$ cat config.mk
export PLATFORM = sky130hd
export DESIGN_NAME = word_matrix_transpose_flat
export DESIGN_NICKNAME = d
export VERILOG_FILES = /design/src/design/wmt_pkg.sv /design/src/design/wmt_stream_if.sv /design/src/design/wmt_ram.sv /design/src/design/wmt_front.sv /design/src/design/wmt_cmd_fifo.sv /design/src/design/wmt_back.sv /design/src/design/word_matrix_transpose.sv /design/src/flat_wrapper.sv
export SDC_FILE = /design/constraint.sdc
export NUM_CORES = 1
export LEC_CHECK = 0
export BUFFER_PORTS_ARGS = -buffer_cell sky130_fd_sc_hd__buf_2
export CAP_MARGIN = 20
export CORE_ASPECT_RATIO = 1.2
export CORE_MARGIN = 2
export CORE_UTILIZATION = 28
export DETAILED_ROUTE_END_ITERATION = 8
export GPL_ROUTABILITY_DRIVEN = 0
export GPL_TIMING_DRIVEN = 0
export PLACE_DENSITY = 0.47
export SYNTH_ARGS = -nofsm -noshare
export SYNTH_HDL_FRONTEND = slang
export SYNTH_MEMORY_MAX_BITS = 65536
export SYNTH_SLANG_ARGS = --single-unit
$ cat constraint.sdc
create_clock -name clock -period 3.8 [get_ports clock]
set_input_delay 0.76 -clock clock [delete_from_list [all_inputs] [get_ports clock]]
set_output_delay 0.76 -clock clock [all_outputs]
set_load 0.01 [all_outputs]
$ cat src/design/wmt_pkg.sv
// Shared types and constants for the word matrix transpose.
package wmt_pkg;

   localparam int WORD_W     = 32;
   localparam int POS_W      = 3;
   localparam int CSR_IDX_W  = 2;
   localparam int CSR_DATA_W = 4;

   // register indexes
   localparam logic [CSR_IDX_W-1:0] CSR_NUM_ROWS = 2'd0;
   localparam logic [CSR_IDX_W-1:0] CSR_NUM_COLS = 2'd1;

   localparam logic [CSR_DATA_W-1:0] DIM_RESET = 4'd8;

   typedef struct packed {
      logic [WORD_W-1:0] data_word;
   } req_payload_type;

   typedef struct packed {
      logic [WORD_W-1:0] out_word;
      logic [POS_W-1:0]  out_row;
      logic [POS_W-1:0]  out_col;
      logic              block_last;
   } rsp_payload_type;

   // one loaded block handed from the load side to the emit side
   typedef struct packed {
      logic             bank;
      logic [POS_W-1:0] rows_m1;
      logic [POS_W-1:0] cols_m1;
   } cmd_type;

endpackage

$ cat src/design/wmt_stream_if.sv
// Valid/ready stream channel carrying one payload beat.
interface wmt_stream_if #(parameter type payload_type = logic);
   logic        valid;
   logic        ready;
   payload_type payload;

   modport source (output valid, output payload, input ready);
   modport sink   (input valid, input payload, output ready);
endinterface

$ cat src/design/wmt_ram.sv
// Generic single-write, single-read RAM with registered read data.
module wmt_ram #(
   parameter int WIDTH = 32,
   parameter int DEPTH = 128
) (
   input  logic                                    clock,
   input  logic                                    wr_en,
   input  logic [(DEPTH > 1 ? $clog2(DEPTH) : 1)-1:0] wr_addr,
   input  logic [WIDTH-1:0]                        wr_data,
   input  logic                                    rd_en,
   input  logic [(DEPTH > 1 ? $clog2(DEPTH) : 1)-1:0] rd_addr,
   output logic [WIDTH-1:0]                        rd_data
);
   logic [WIDTH-1:0] mem_ff [DEPTH];

   always_ff @(posedge clock) begin
      if (wr_en) begin
         mem_ff[wr_addr] <= wr_data;
      end
      if (rd_en) begin
         rd_data <= mem_ff[rd_addr];
      end
   end
endmodule

$ cat src/design/wmt_front.sv
// Load side: register file, load position tracking and buffer writes.
module wmt_front import wmt_pkg::*; #(
   parameter int MAX_DIM = 8,
   parameter int ADDR_W  = 7
) (
   input  logic                  clock,
   input  logic                  reset,
   input  logic                  csr_we,
   input  logic [CSR_IDX_W-1:0]  csr_idx,
   input  logic [CSR_DATA_W-1:0] csr_wdata,
   input  logic                  req_valid,
   output logic                  req_ready,
   input  req_payload_type       req_payload,
   input  logic                  cmd_full,
   output logic                  cmd_push,
   output cmd_type               cmd_data,
   output logic                  wr_en,
   output logic [ADDR_W-1:0]     wr_addr,
   output logic [WORD_W-1:0]     wr_data
);
   localparam int BANK_WORDS = MAX_DIM * MAX_DIM;
   localparam logic [CSR_DATA_W-1:0] MAX_RAW = CSR_DATA_W'(MAX_DIM);

   logic [CSR_DATA_W-1:0] num_rows_ff, num_rows_in;
   logic [CSR_DATA_W-1:0] num_cols_ff, num_cols_in;
   logic [POS_W-1:0]      row_ff, row_in;
   logic [POS_W-1:0]      col_ff, col_in;
   logic                  bank_ff, bank_in;
   logic [POS_W-1:0]      rows_m1, cols_m1;
   logic                  accept, row_end, col_end;

   function automatic logic [POS_W-1:0] dim_m1(input logic [CSR_DATA_W-1:0] raw);
      logic [CSR_DATA_W-1:0] d;
      if (raw == '0) begin
         d = CSR_DATA_W'(1);
      end else if (raw > MAX_RAW) begin
         d = MAX_RAW;
      end else begin
         d = raw;
      end
      dim_m1 = POS_W'(d - CSR_DATA_W'(1));
   endfunction

   assign rows_m1   = dim_m1(num_rows_ff);
   assign cols_m1   = dim_m1(num_cols_ff);
   assign req_ready = !cmd_full;
   assign accept    = req_valid && req_ready;
   assign col_end   = (col_ff == cols_m1);
   assign row_end   = (row_ff == rows_m1);

   assign wr_en   = accept;
   assign wr_data = req_payload.data_word;
   assign wr_addr = ADDR_W'(bank_ff) * ADDR_W'(BANK_WORDS)
                  + ADDR_W'(row_ff) * ADDR_W'(MAX_DIM) + ADDR_W'(col_ff);

   assign cmd_push         = accept && row_end && col_end;
   assign cmd_data.bank    = bank_ff;
   assign cmd_data.rows_m1 = rows_m1;
   assign cmd_data.cols_m1 = cols_m1;

   always_comb begin
      num_rows_in = num_rows_ff;
      num_cols_in = num_cols_ff;
      row_in      = row_ff;
      col_in      = col_ff;
      bank_in     = bank_ff;
      if (csr_we) begin
         unique case (csr_idx)
            CSR_NUM_ROWS: begin
               num_rows_in = csr_wdata;
               row_in      = '0;
               col_in      = '0;
            end
            CSR_NUM_COLS: begin
               num_cols_in = csr_wdata;
               row_in      = '0;
               col_in      = '0;
            end
            default: ;
         endcase
      end else if (accept) begin
         if (col_end) begin
            col_in = '0;
            if (row_end) begin
               row_in  = '0;
               bank_in = !bank_ff;
            end else begin
               row_in = row_ff + POS_W'(1);
            end
         end else begin
            col_in = col_ff + POS_W'(1);
         end
      end
   end

   always_ff @(posedge clock) begin
      if (reset) begin
         num_rows_ff <= DIM_RESET;
         num_cols_ff <= DIM_RESET;
         row_ff      <= '0;
         col_ff      <= '0;
         bank_ff     <= 1'b0;
      end else begin
         num_rows_ff <= num_rows_in;
         num_cols_ff <= num_cols_in;
         row_ff      <= row_in;
         col_ff      <= col_in;
         bank_ff     <= bank_in;
      end
   end
endmodule

$ cat src/design/wmt_cmd_fifo.sv
// Two-entry queue of loaded blocks waiting to be emitted.
module wmt_cmd_fifo import wmt_pkg::*; (
   input  logic    clock,
   input  logic    reset,
   input  logic    push,
   input  cmd_type push_data,
   input  logic    pop,
   output logic    full,
   output logic    not_empty,
   output cmd_type head
);
   cmd_type    entry_ff [2];
   logic       wr_ptr_ff, wr_ptr_in;
   logic       rd_ptr_ff, rd_ptr_in;
   logic [1:0] count_ff, count_in;

   assign full      = (count_ff == 2'd2);
   assign not_empty = (count_ff != 2'd0);
   assign head      = entry_ff[rd_ptr_ff];

   always_comb begin
      wr_ptr_in = push ? !wr_ptr_ff : wr_ptr_ff;
      rd_ptr_in = pop  ? !rd_ptr_ff : rd_ptr_ff;
      count_in  = count_ff + 2'(push) - 2'(pop);
   end

   always_ff @(posedge clock) begin
      if (push) begin
         entry_ff[wr_ptr_ff] <= push_data;
      end
      if (reset) begin
         wr_ptr_ff <= 1'b0;
         rd_ptr_ff <= 1'b0;
         count_ff  <= 2'd0;
      end else begin
         wr_ptr_ff <= wr_ptr_in;
         rd_ptr_ff <= rd_ptr_in;
         count_ff  <= count_in;
      end
   end
endmodule

$ cat src/design/wmt_back.sv
// Emit side: walks a loaded block column by column and drives the result beats.
module wmt_back import wmt_pkg::*; #(
   parameter int MAX_DIM = 8,
   parameter int ADDR_W  = 7
) (
   input  logic              clock,
   input  logic              reset,
   input  logic              cmd_valid,
   input  cmd_type           cmd_head,
   output logic              cmd_pop,
   output logic              rd_en,
   output logic [ADDR_W-1:0] rd_addr,
   input  logic [WORD_W-1:0] rd_data,
   output logic              rsp_valid,
   input  logic              rsp_ready,
   output rsp_payload_type   rsp_payload
);
   localparam int BANK_WORDS = MAX_DIM * MAX_DIM;

   // walk position: in_row is the input row (output column)
   logic [POS_W-1:0] in_row_ff, in_row_in;
   logic [POS_W-1:0] in_col_ff, in_col_in;
   // read stage: RAM data lands alongside these
   logic             p1_valid_ff, p1_valid_in;
   logic [POS_W-1:0] p1_row_ff, p1_col_ff;
   logic             p1_last_ff;
   // output register
   logic             out_valid_ff, out_valid_in;
   rsp_payload_type  out_payload_ff;

   logic out_free, p1_free, issue, row_end, col_end;

   assign out_free = !out_valid_ff || rsp_ready;
   assign p1_free  = !p1_valid_ff || out_free;
   assign issue    = cmd_valid && p1_free;
   assign row_end  = (in_row_ff == cmd_head.rows_m1);
   assign col_end  = (in_col_ff == cmd_head.cols_m1);
   assign cmd_pop  = issue && row_end && col_end;

   assign rd_en   = issue;
   assign rd_addr = ADDR_W'(cmd_head.bank) * ADDR_W'(BANK_WORDS)
                  + ADDR_W'(in_row_ff) * ADDR_W'(MAX_DIM) + ADDR_W'(in_col_ff);

   assign rsp_valid   = out_valid_ff;
   assign rsp_payload = out_payload_ff;

   always_comb begin
      in_row_in    = in_row_ff;
      in_col_in    = in_col_ff;
      p1_valid_in  = p1_free ? issue : p1_valid_ff;
      out_valid_in = out_free ? p1_valid_ff : out_valid_ff;
      if (issue) begin
         if (row_end) begin
            in_row_in = '0;
            in_col_in = col_end ? '0 : in_col_ff + POS_W'(1);
         end else begin
            in_row_in = in_row_ff + POS_W'(1);
         end
      end
   end

   always_ff @(posedge clock) begin
      if (p1_free) begin
         p1_row_ff  <= in_col_ff;
         p1_col_ff  <= in_row_ff;
         p1_last_ff <= row_end && col_end;
      end
      if (out_free) begin
         out_payload_ff.out_word   <= rd_data;
         out_payload_ff.out_row    <= p1_row_ff;
         out_payload_ff.out_col    <= p1_col_ff;
         out_payload_ff.block_last <= p1_last_ff;
      end
      if (reset) begin
         in_row_ff    <= '0;
         in_col_ff    <= '0;
         p1_valid_ff  <= 1'b0;
         out_valid_ff <= 1'b0;
      end else begin
         in_row_ff    <= in_row_in;
         in_col_ff    <= in_col_in;
         p1_valid_ff  <= p1_valid_in;
         out_valid_ff <= out_valid_in;
      end
   end
endmodule

$ cat src/design/word_matrix_transpose.sv
// Top level of the word matrix transpose (corner turn).
// Usage:
//  - csr_*: write num_rows (index 0) and num_cols (index 1), 4 bits each, while
//    idle. 0 reads as 1, values above MAX_DIM as MAX_DIM. Either write restarts
//    loading at row 0, column 0; words of a partial block are dropped.
//  - req_chan: one 32-bit word per beat, input matrix in row-major order.
//  - rsp_chan: after the last word of a block, rows*cols beats in transposed
//    order; out_row is the input column, out_col the input row, block_last
//    marks the final beat.
// Timing:
//  - Loading takes one beat per cycle while req_chan.ready is high. After the
//    completing word is taken, the block passes the block queue, the RAM read
//    and the output register before its first result beat shows; then beats
//    flow one per cycle while the receiver is ready, via the single read port.
//  - The buffer holds two banks; the load side fills one while the emit side
//    drains the other. req_chan.ready drops only while both banks hold blocks.
//  - A stalled receiver holds the output register and the read stage; the
//    load side keeps taking words until both banks are full.
// Reset: synchronous; clears positions, the block queue and the output
//  register, sets both dimensions to 8. The buffer itself is not cleared.
module word_matrix_transpose import wmt_pkg::*; #(
   parameter int MAX_DIM = 8
) (
   input  logic                  clock,
   input  logic                  reset,
   input  logic                  csr_we,
   input  logic [CSR_IDX_W-1:0]  csr_idx,
   input  logic [CSR_DATA_W-1:0] csr_wdata,
   wmt_stream_if.sink            req_chan,
   wmt_stream_if.source          rsp_chan
);
   // two banks of MAX_DIM x MAX_DIM words
   localparam int RAM_DEPTH = 2 * MAX_DIM * MAX_DIM;
   localparam int ADDR_W    = $clog2(RAM_DEPTH);

   logic              cmd_full, cmd_push, cmd_pop, cmd_not_empty;
   cmd_type           cmd_in, cmd_head;
   logic              wr_en, rd_en;
   logic [ADDR_W-1:0] wr_addr, rd_addr;
   logic [WORD_W-1:0] wr_data, rd_data;
   logic              req_ready;
   req_payload_type   req_payload;
   rsp_payload_type   rsp_payload;
   logic              rsp_valid;

   assign req_payload      = req_chan.payload;
   assign req_chan.ready   = req_ready;
   assign rsp_chan.valid   = rsp_valid;
   assign rsp_chan.payload = rsp_payload;

   wmt_front #(.MAX_DIM(MAX_DIM), .ADDR_W(ADDR_W)) u_front (
      .clock       (clock),
      .reset       (reset),
      .csr_we      (csr_we),
      .csr_idx     (csr_idx),
      .csr_wdata   (csr_wdata),
      .req_valid   (req_chan.valid),
      .req_ready   (req_ready),
      .req_payload (req_payload),
      .cmd_full    (cmd_full),
      .cmd_push    (cmd_push),
      .cmd_data    (cmd_in),
      .wr_en       (wr_en),
      .wr_addr     (wr_addr),
      .wr_data     (wr_data)
   );

   // a block stays queued until its last read is issued, which frees its bank
   wmt_cmd_fifo u_cmd_fifo (
      .clock     (clock),
      .reset     (reset),
      .push      (cmd_push),
      .push_data (cmd_in),
      .pop       (cmd_pop),
      .full      (cmd_full),
      .not_empty (cmd_not_empty),
      .head      (cmd_head)
   );

   wmt_ram #(.WIDTH(WORD_W), .DEPTH(RAM_DEPTH)) u_ram (
      .clock   (clock),
      .wr_en   (wr_en),
      .wr_addr (wr_addr),
      .wr_data (wr_data),
      .rd_en   (rd_en),
      .rd_addr (rd_addr),
      .rd_data (rd_data)
   );

   wmt_back #(.MAX_DIM(MAX_DIM), .ADDR_W(ADDR_W)) u_back (
      .clock       (clock),
      .reset       (reset),
      .cmd_valid   (cmd_not_empty),
      .cmd_head    (cmd_head),
      .cmd_pop     (cmd_pop),
      .rd_en       (rd_en),
      .rd_addr     (rd_addr),
      .rd_data     (rd_data),
      .rsp_valid   (rsp_valid),
      .rsp_ready   (rsp_chan.ready),
      .rsp_payload (rsp_payload)
   );
endmodule

$ cat src/flat_wrapper.sv
// flat-port wrapper written by rule: the top's interface ports become plain ports
module word_matrix_transpose_flat import wmt_pkg::*;
#(
   parameter int MAX_DIM = 8
)
  (clock, reset, csr_we, csr_idx, csr_wdata, req_chan_valid, req_chan_payload, req_chan_ready, rsp_chan_valid, rsp_chan_payload, rsp_chan_ready);
  wmt_stream_if req_chan_i ();
  wmt_stream_if rsp_chan_i ();
  input  logic clock;
  input  logic reset;
  input  logic csr_we;
  input  logic [CSR_IDX_W-1:0] csr_idx;
  input  logic [CSR_DATA_W-1:0] csr_wdata;
  input wire logic [$bits(req_chan_i.valid)-1:0] req_chan_valid;
  input wire logic [$bits(req_chan_i.payload)-1:0] req_chan_payload;
  output wire logic [$bits(req_chan_i.ready)-1:0] req_chan_ready;
  output wire logic [$bits(rsp_chan_i.valid)-1:0] rsp_chan_valid;
  output wire logic [$bits(rsp_chan_i.payload)-1:0] rsp_chan_payload;
  input wire logic [$bits(rsp_chan_i.ready)-1:0] rsp_chan_ready;
  assign req_chan_i.valid = req_chan_valid;
  assign req_chan_i.payload = req_chan_payload;
  assign req_chan_ready = req_chan_i.ready;
  assign rsp_chan_valid = rsp_chan_i.valid;
  assign rsp_chan_payload = rsp_chan_i.payload;
  assign rsp_chan_i.ready = rsp_chan_ready;
  word_matrix_transpose #(.MAX_DIM(MAX_DIM)) u_core (.clock(clock), .reset(reset), .csr_we(csr_we), .csr_idx(csr_idx), .csr_wdata(csr_wdata), .req_chan(req_chan_i), .rsp_chan(rsp_chan_i));
endmodule
==> results.md, run 1 <==
- Outcome: finished clean
- Rows: 33
- Vias in the first global route: about 1.4k
- Post-Route WL: 3810 um
- Post-Synth XOR/XNOR Area: 8.03%
- Clock latency at the later pin of the worst-skew pair: roughly 0.30 ns
- Post-synth EDFFs: 14
- Die Ht: around 96 um
- Routed via count: about 1.4k
- Clock Path Buffers: 2
- RSZ-0062 raised after global routing: no
- Post-Syn Area per Cell: about 10 um^2
- Arrival @ worst endpoint: roughly 2.9 ns
- Post-Place Setup Slack: 0.797 ns
- Synth warn: 0
- Hold crit path type: reg2reg
- First-pass GRT wire length: 6430 um
- Worst EP required: around 3.7 ns
- Crit Path Class: reg2reg
- Wire length per cell: about 13 um
- Share of the clock period used by the worst path: around four fifths
- Synth cell types: 41
- Mapped Area: 0.00198 mm^2
- Finished Cell Area: around 0.0022 mm^2
- P_leak: between 0.8 and 0.9 nW
- #FFs+latches synth: 41
- Tot GR Track Use: a little under an eighth
- Max-Cap Viols: 0
- Via density: around 4.6
- Synthesized Nets: 210
- Most frequent cells in the layout: 27 x dfxtp_1, 15 x mux2i_1, 14 x edfxtp_1
- PwrDens: 359 mW/mm^2
- Final hold violations: 0
- Simple-gate share of the synthesized area: 17.1%
- Dominant combinational cell family by area after synthesis: simple AND/OR/NAND/NOR gates
- Largest net degree at the start of global routing: 14
- Sequential element share of the synthesized area: a little under 50%
- Boundary pin count: 15
- Num CTS Buffers: 5
- Worst ir drop on vdd: around 160 uV
- Post-route ant nets: 0
- Post-Synth Adder-Cell Area: 4.42%
- CTS tree: done
- Total gr overflow: 0
- Syn Inst Count: between 150 and 200
- Clock transition at path regs: approximately 0.080 ns
- Port bufs: 12
- Setup TNS: 0 ns
- Tmin final: about 3.0 ns
- Post-CTS Resized: 0
- Setup bufs post-CTS: 0
- Critical path endpoint category: flop
- Initial DRC Count: 27
- CP max stage cell: nor3_1
- Final WS setup: between 0.8 and 0.9 ns
- Rel. slew slack: between 30 and 40%
- Core Box Area: 0.00685 mm^2
- Clock Root Buffer: clkbuf_8
- Fmax: between 0.3 and 0.4 GHz
- Non-Filler Instances: 298
- Synth Area in Compound Gates: between 10% and 20%
- Initial antenna violation count: 0
- Most common cell after layout, fill and taps aside: dfxtp_1
- Slew Limit Fails: 0
- Hpwl dp: approximately 3000 um
- Ratio of cells with drive above 1 in the final layout: roughly an eighth
- CP Launch Type: flop
- H-tree lvl count: 2
- Post-synth top flop: dfxtp_1
- Placed insts: 290
- Die X: ~81 um
- DRC viols: 0
- Largest stage delay, worst path: 0.72 ns
- Clock Sinks: around 40
- Fillcell total: between 700 and 800
- Final setup viols: 0
- Clk_skew: 0.0114 ns
- Synth-to-Final Area Change: 13.3%
- Mux cell area share after synthesis: under 10%
- Drt first pass iters: 4
- Async S/R FF share, synth: 0%
- Hold-fix buffers, CTS: 0
- Placed instance area: 0.00215 mm^2
- Critical Path Fanout Max: 7
- # diodes: 0
- Critical Path, Cell by Cell: o21bai_1 > nand2_1 > ha_1 > xnor3_1 > or4_4 > nor3_1
- Initial Util: between 20 and 30%
- Final net count: 229
- Total die area: slightly below 0.008 mm^2
- Worst slew pin tran: 0.916 ns
-- state kept, by name, summed over array words and instances, names as in the netlist, named ones only --
| register | count |
|---|---|
| u_core.u_cmd_fifo.entry_ff | 12 |
| u_core.u_front.num_cols_ff | 4 |
| u_core.u_front.num_rows_ff | 4 |
| u_core.u_back.in_col_ff | 3 |
| u_core.u_back.in_row_ff | 3 |
| u_core.u_front.col_ff | 3 |
| u_core.u_front.row_ff | 3 |
| u_core.u_cmd_fifo.count_ff | 2 |
| u_core.u_back.p1_last_ff | 1 |
| u_core.u_back.p1_valid_ff | 1 |
| u_core.u_back.rsp_payload | 1 |
| u_core.u_back.rsp_valid | 1 |
| u_core.u_cmd_fifo.rd_ptr_ff | 1 |
| u_core.u_cmd_fifo.wr_ptr_ff | 1 |
-- kinds of logic (layout without fill, tap and decap cells) --
logic type | Yosys count | after routing
fa+ha+maj | 7 | 7
buf+inv | 19 | 39
flops | 41 | 41
mux | 15 | 15
compound gates | 33 | 33
xor+xnor | 15 | 15
simple gates | 61 | 61
-- synth_stat cells (2+ instances only) --
master / count / area (um^2)
ha_1: 7 / 87.6
or4_1: 4 / 30.0
o211ai_1: 2 / 15.0
inv_1: 12 / 45.0
nand2b_1: 5 / 31.3
mux2i_1: 15 / 150
nor2b_1: 3 / 18.8
nor3_1: 11 / 55.1
nor3b_1: 3 / 22.5
xnor3_1: 2 / 45.0
xor2_1: 12 / 105
dfxtp_1: 27 / 541
edfxtp_1: 14 / 420
o21a_1: 2 / 15.0
or4b_2: 2 / 20.0
nand2_1: 13 / 48.8
or2_2: 2 / 12.5
o31ai_1: 2 / 15.0
clkbuf_1: 5 / 18.8
nand3_1: 3 / 15.0
a21oi_1: 13 / 65.1
nor2_1: 9 / 33.8
o21ai_0: 5 / 25.0
-- where the power goes --
group	leakage, nW	switching (mW)	internal (mW)
registers	0.347	0.00433	0.456
clock network	0.0445	0.152	0.148
logic	0.476	0.0256	0.0195
total	0.867	0.182	0.624
-- per-layer routing --
layer	GRT usage [%]	vias to the layer above	share of wire, %
met5	0	-	0
met4	5.08	0	2.0
met3	3.10	6	3.3
met2	20.3	16	51
met1	12.4	635	43
li1	-	725	-
-- critical path: cells and delay by family (launching register included) --
kind	cells	cell delay, ns
AOI/OAI and AO/OA	1	0.23
xor gates and xnor gates	1	0.37
DFF	1	0.33
adders and majority gates	1	0.24
and+or+nand+nor	3	1.43
-- metrics by stage --
step	total power, mW	hold WS [ns]	util [%]
6_report	0.806	0.424	32.7
3_5_place_dp	0.517	0.409	31.3
2_1_floorplan	0.501	0.400	-
3_3_place_gp	0.517	0.404	31.3
4_1_cts	0.823	0.428	32.7
5_1_grt	0.845	0.429	32.7
-- final cells by class --
class / count / area, um^2 / area share (%)
Buffer: 6 / 23.8 / 1.06
Sequential cell: 41 / 961 / 42.9
Multi-Input combinational cell: 131 / 946 / 42.2
Clock buffer: 7 / 86.3 / 3.85
Timing Repair Buffer: 12 / 60.1 / 2.68
Clock inverter: 1 / 7.51 / 0.335
Tap cell: 87 / 109 / 4.85
Inverter: 13 / 48.8 / 2.18
-- worst paths after layout --
check / startpoint / to / slack [ns] / depth (start not counted)
setup / recovery: u_core.u_front.num_rows_ff[1] / u_core.u_cmd_fifo.entry_ff[0][3] / 0.80 / 6
hold reg to reg: u_core.u_back.p1_last_ff / u_core.u_back.rsp_payload[0] / 0.42 / 0
setup reg to reg: u_core.u_front.num_rows_ff[1] / u_core.u_cmd_fifo.entry_ff[0][3] / 0.80 / 6
hold / removal: u_core.u_back.p1_last_ff / u_core.u_back.rsp_payload[0] / 0.42 / 0
Power figures use the tool's default switching activity.
==> run 2: changes to the inputs <==
ABC_AREA = 1   (was unset)
PLACE_DENSITY = 0.49   (was 0.47)
clock period = 2.7 ns   (was 3.8 ns; I/O delays follow)
==> results.md, run 2 <==
- Max FFs per register: 12 (unchanged)
- Most common cell after layout, fill and taps aside: nand2_1 (was dfxtp_1)
- Combinational Power Share: 6.1% (was 5.6%)
- Wire length per cell: 10.0 um (was 12.8 um)
- Slew Limit Fails: 0 (unchanged)
- Total gr overflow: 0 (unchanged)
- Hold-fix buffers, CTS: 0 (unchanged)
- Hpwl dp: 2690 um (was 2930 um)
- Largest net degree at the start of global routing: 13 (was 14)
- Most common cell in the netlist: nand2_1 (was dfxtp_1)
- Mux cell area share after synthesis: 0% (was 7.59%)
- Critical path endpoint category: flop (unchanged)
- DRC viols: 0 (unchanged)
- Final net count: 275 (was 229)
- Async S/R FF share, synth: 0% (unchanged)
- Switching Share: 21.2% (was 22.6%)
- Initial Util: 28.8% (was 28.9%)
- Fin util: 32.8% (was 32.7%)
- Boundary pin count: 15 (unchanged)
- Most frequent cells in the layout: 50 x nand2_1, 35 x inv_1, 27 x dfxtp_1, 25 x nor2_1 (was 27 x dfxtp_1, 15 x mux2i_1, 14 x edfxtp_1)
- Synth top area share: 27.8% (was 27.3%)
- Via density: 4.29 (was 4.64)
- Synth Area in Compound Gates: 9.83% (was 10.7%)
- Tot GR Track Use: 10.4% (was 11.3%)
- Post-CTS Resized: 0 (unchanged)
- Port bufs: 12 (unchanged)
- Setup crit start: u_core.u_front.num_rows_ff[2] (was u_core.u_front.num_rows_ff[1])
- Initial DRC Count: 46 (was 27)
- Core Box Area: 0.00677 mm^2 (was 0.00685 mm^2)
- Hold crit path type: reg2reg (unchanged)
- Synth warn: 0 (unchanged)
- Mapped Area: 0.00195 mm^2 (was 0.00198 mm^2)
- Post-Synth XOR/XNOR Area: 6.23% (was 8.03%)
- Simple-gate share of the synthesized area: 22.2% (was 17.1%)
- H-tree lvl count: 2 (unchanged)
- Drt first pass iters: 4 (unchanged)
- Crit Path Class: reg2reg (unchanged)
- Fillcell total: 734 (was 744)
- PwrDens: 541 mW/mm^2 (was 359 mW/mm^2)
- Setup bufs post-CTS: 0 (unchanged)
- Post-Route WL: 3450 um (was 3810 um)
- Ratio of cells with drive above 1 in the final layout: 10.9% (was 12.8%)
- P_sw: 255 uW (was 182 uW)
- Sequential element share of the synthesized area: 49.4% (was 48.5%)
- RR Startpoint: u_core.u_front.num_rows_ff[2] (was u_core.u_front.num_rows_ff[1])
- Worst EP required: 2.62 ns (was 3.72 ns)
- Largest Register: u_core.u_cmd_fifo.entry_ff (unchanged)
- Die X: 80.1 um (was 80.8 um)
- Top Registers: u_core.u_cmd_fifo.entry_ff (12), u_core.u_front.num_cols_ff (4), u_core.u_front.num_rows_ff (4) (unchanged)
- Synth cell types: 26 (was 41)
- Synthesized Nets: 256 (was 210)
- Worst-case reg-to-reg path depth: 10 (was 6)
- Final hold violations: 0 (unchanged)
- Clock transition at path regs: 0.08 ns (about the same)
- Sequential share of power: 54.4% (was 57.2%)
- CP Launch Type: flop (unchanged)
- Syn Inst Count: 237 (was 191)
- Post-Syn Area per Cell: 8.21 um^2 (was 10.4 um^2)
- Pwr Total: 1.20 mW (was 806 uW)
- P_leak: 0.958 nW (was 0.867 nW)
- Post-synth top cells: 50 x nand2_1, 35 x inv_1, 27 x dfxtp_1 (was 27 x dfxtp_1, 15 x mux2i_1, 14 x edfxtp_1)
- Post-Synth Adder-Cell Area: 4.50% (was 4.42%)
- Initial antenna violation count: 0 (unchanged)
- Clock Path Buffers: 2 (unchanged)
- Synth-to-Final Area Change: 14.1% (was 13.3%)
- Max-Cap Viols: 0 (unchanged)
- Dominant combinational cell family by area after synthesis: simple AND/OR/NAND/NOR gates (unchanged)
- Synth area leader: dfxtp_1 (unchanged)
- Num CTS Buffers: 5 (unchanged)
- #FFs+latches synth: 41 (unchanged)
- Fmax: 0.402 GHz (was 0.334 GHz)
- Post-synth EDFFs: 14 (unchanged)
- Hold Path Depth: 0 (unchanged)
- Vias in the first global route: 1382 (was 1403)
- Share of the clock period used by the worst path: 92.0% (was 78.8%)
- Total die area: 0.00764 mm^2 (was 0.00776 mm^2)
- Critical Path Fanout Max: 7 (unchanged)
- Clock latency at the later pin of the worst-skew pair: 0.29 ns (was 0.30 ns)
- Die Ht: 95.3 um (was 96.1 um)
- Rows: 33 (unchanged)
- Clock Sinks: 41 (unchanged)
- Top post-synthesis cells by area: dfxtp_1 28%, edfxtp_1 22%, nand2_1 9.6%, inv_1 6.7%, nor2_1 4.8% (was dfxtp_1 27%, edfxtp_1 21%, mux2i_1 7.6%, xor2_1 5.3%, ha_1 4.4%)
- Final setup viols: 0 (unchanged)
- Post-route ant nets: 0 (unchanged)
- CTS tree: done (unchanged)
- Rel. slew slack: 62.1% (was 38.5%)
- Clock group share of total power: 39.4% (was 37.2%)
- Hold wc startpoint: u_core.u_back.p1_last_ff (unchanged)
- Post-synth top flop: dfxtp_1 (unchanged)
- Worst ir drop on vdd: 253 uV (was 157 uV)
- Clk_skew: 0.00666 ns (was 0.0114 ns)
- R2R Setup Slk: 0.21 ns (was 0.80 ns)
- Tmin final: 2.49 ns (was 3.00 ns)
- Routed via count: 1475 (was 1382)
- Arrival @ worst endpoint: 2.41 ns (was 2.91 ns)
- Worst slew pin tran: 0.569 ns (was 0.916 ns)
- Clock Root Buffer: clkbuf_8 (unchanged)
- Power Internal: 947 uW (was 624 uW)
- First-pass GRT wire length: 6060 um (was 6430 um)
- RSZ-0062 raised after global routing: yes (was no)
- # diodes: 0 (unchanged)
- Outcome: finished clean (unchanged)
-- run 2: worst paths after layout --
kind	endpoint
worst min register to register	u_core.u_back.rsp_payload[0]
worst max register to register	u_core.u_cmd_fifo.entry_ff[1][1]
worst max-delay path	u_core.u_cmd_fifo.entry_ff[1][1]
worst min-delay path	u_core.u_back.rsp_payload[0]
-- run 2: power by group through the flow --
stage	combinational, mW	sequential [mW]	clock [mW]
after global routing	0.0869	0.656	0.526
final	0.0737	0.654	0.474
after detailed placement	0.0756	0.669	0
after global placement	0.0751	0.669	0
after CTS	0.0753	0.654	0.494
after floorplan	0.0534	0.667	0
-- run 2: per-layer routing --
layer	global-route usage, %	part of all wire (%)	vias to the layer above
met1	11.1	44	645
li1	-	-	797
met3	2.65	4.0	9
met4	5.23	2.7	0
met5	0	0	-
met2	18.9	50	24
-- run 2: cell type report --
cell class                 instances  area [um^2]  share of cell area (%)
sequential                        41          961                    43.2
multi-input combinational        157          832                    37.4
inverter                          36          135                    6.08
tap                               87          109                    4.90
clock buffer                       6         72.6                    3.27
timing repair buffer              12         60.1                    2.70
clock inverter                     2         33.8                    1.52
buffer                             3         18.8                   0.845
-- run 2: logic make-up after synthesis --
family,count (synthesis)
AO/OA/AOI/OAI,36
XOR/XNOR,13
adder cells (fa/ha/maj),7
buffers and inverters,39
flip-flops,41
AND/OR/NAND/NOR,101
-- run 2: stage by stage --
| stage | cell area [um^2] | setup slack [ns] | hold WS (ns) | cells | setup TNS, ns |
|---|---|---|---|---|---|
| after detailed placement | 2120 | 0.201 | 0.436 | 336 | 0 |
| final | 2220 | 0.215 | 0.443 | 344 | 0 |
| after CTS | 2220 | 0.180 | 0.454 | 344 | 0 |
| after global routing | 2220 | -0.00209 | 0.457 | 344 | -0.00581 |
| after floorplan | 1950 | 0.548 | 0.400 | 237 | 0 |
| after global placement | 2120 | 0.192 | 0.405 | 336 | 0 |
-- run 2: worst max-delay path, stage by stage, from the launching register on --
cell and delay [ns]:
dfxtp_1 0.34, o21bai_1 0.17, nand2_1 0.14, ha_1 0.35
xor2_1 0.14, nand2_1 0.06, nor2_1 0.12, nand3_1 0.10
nor2_2 0.17, inv_1 0.10, nor2_1 0.44
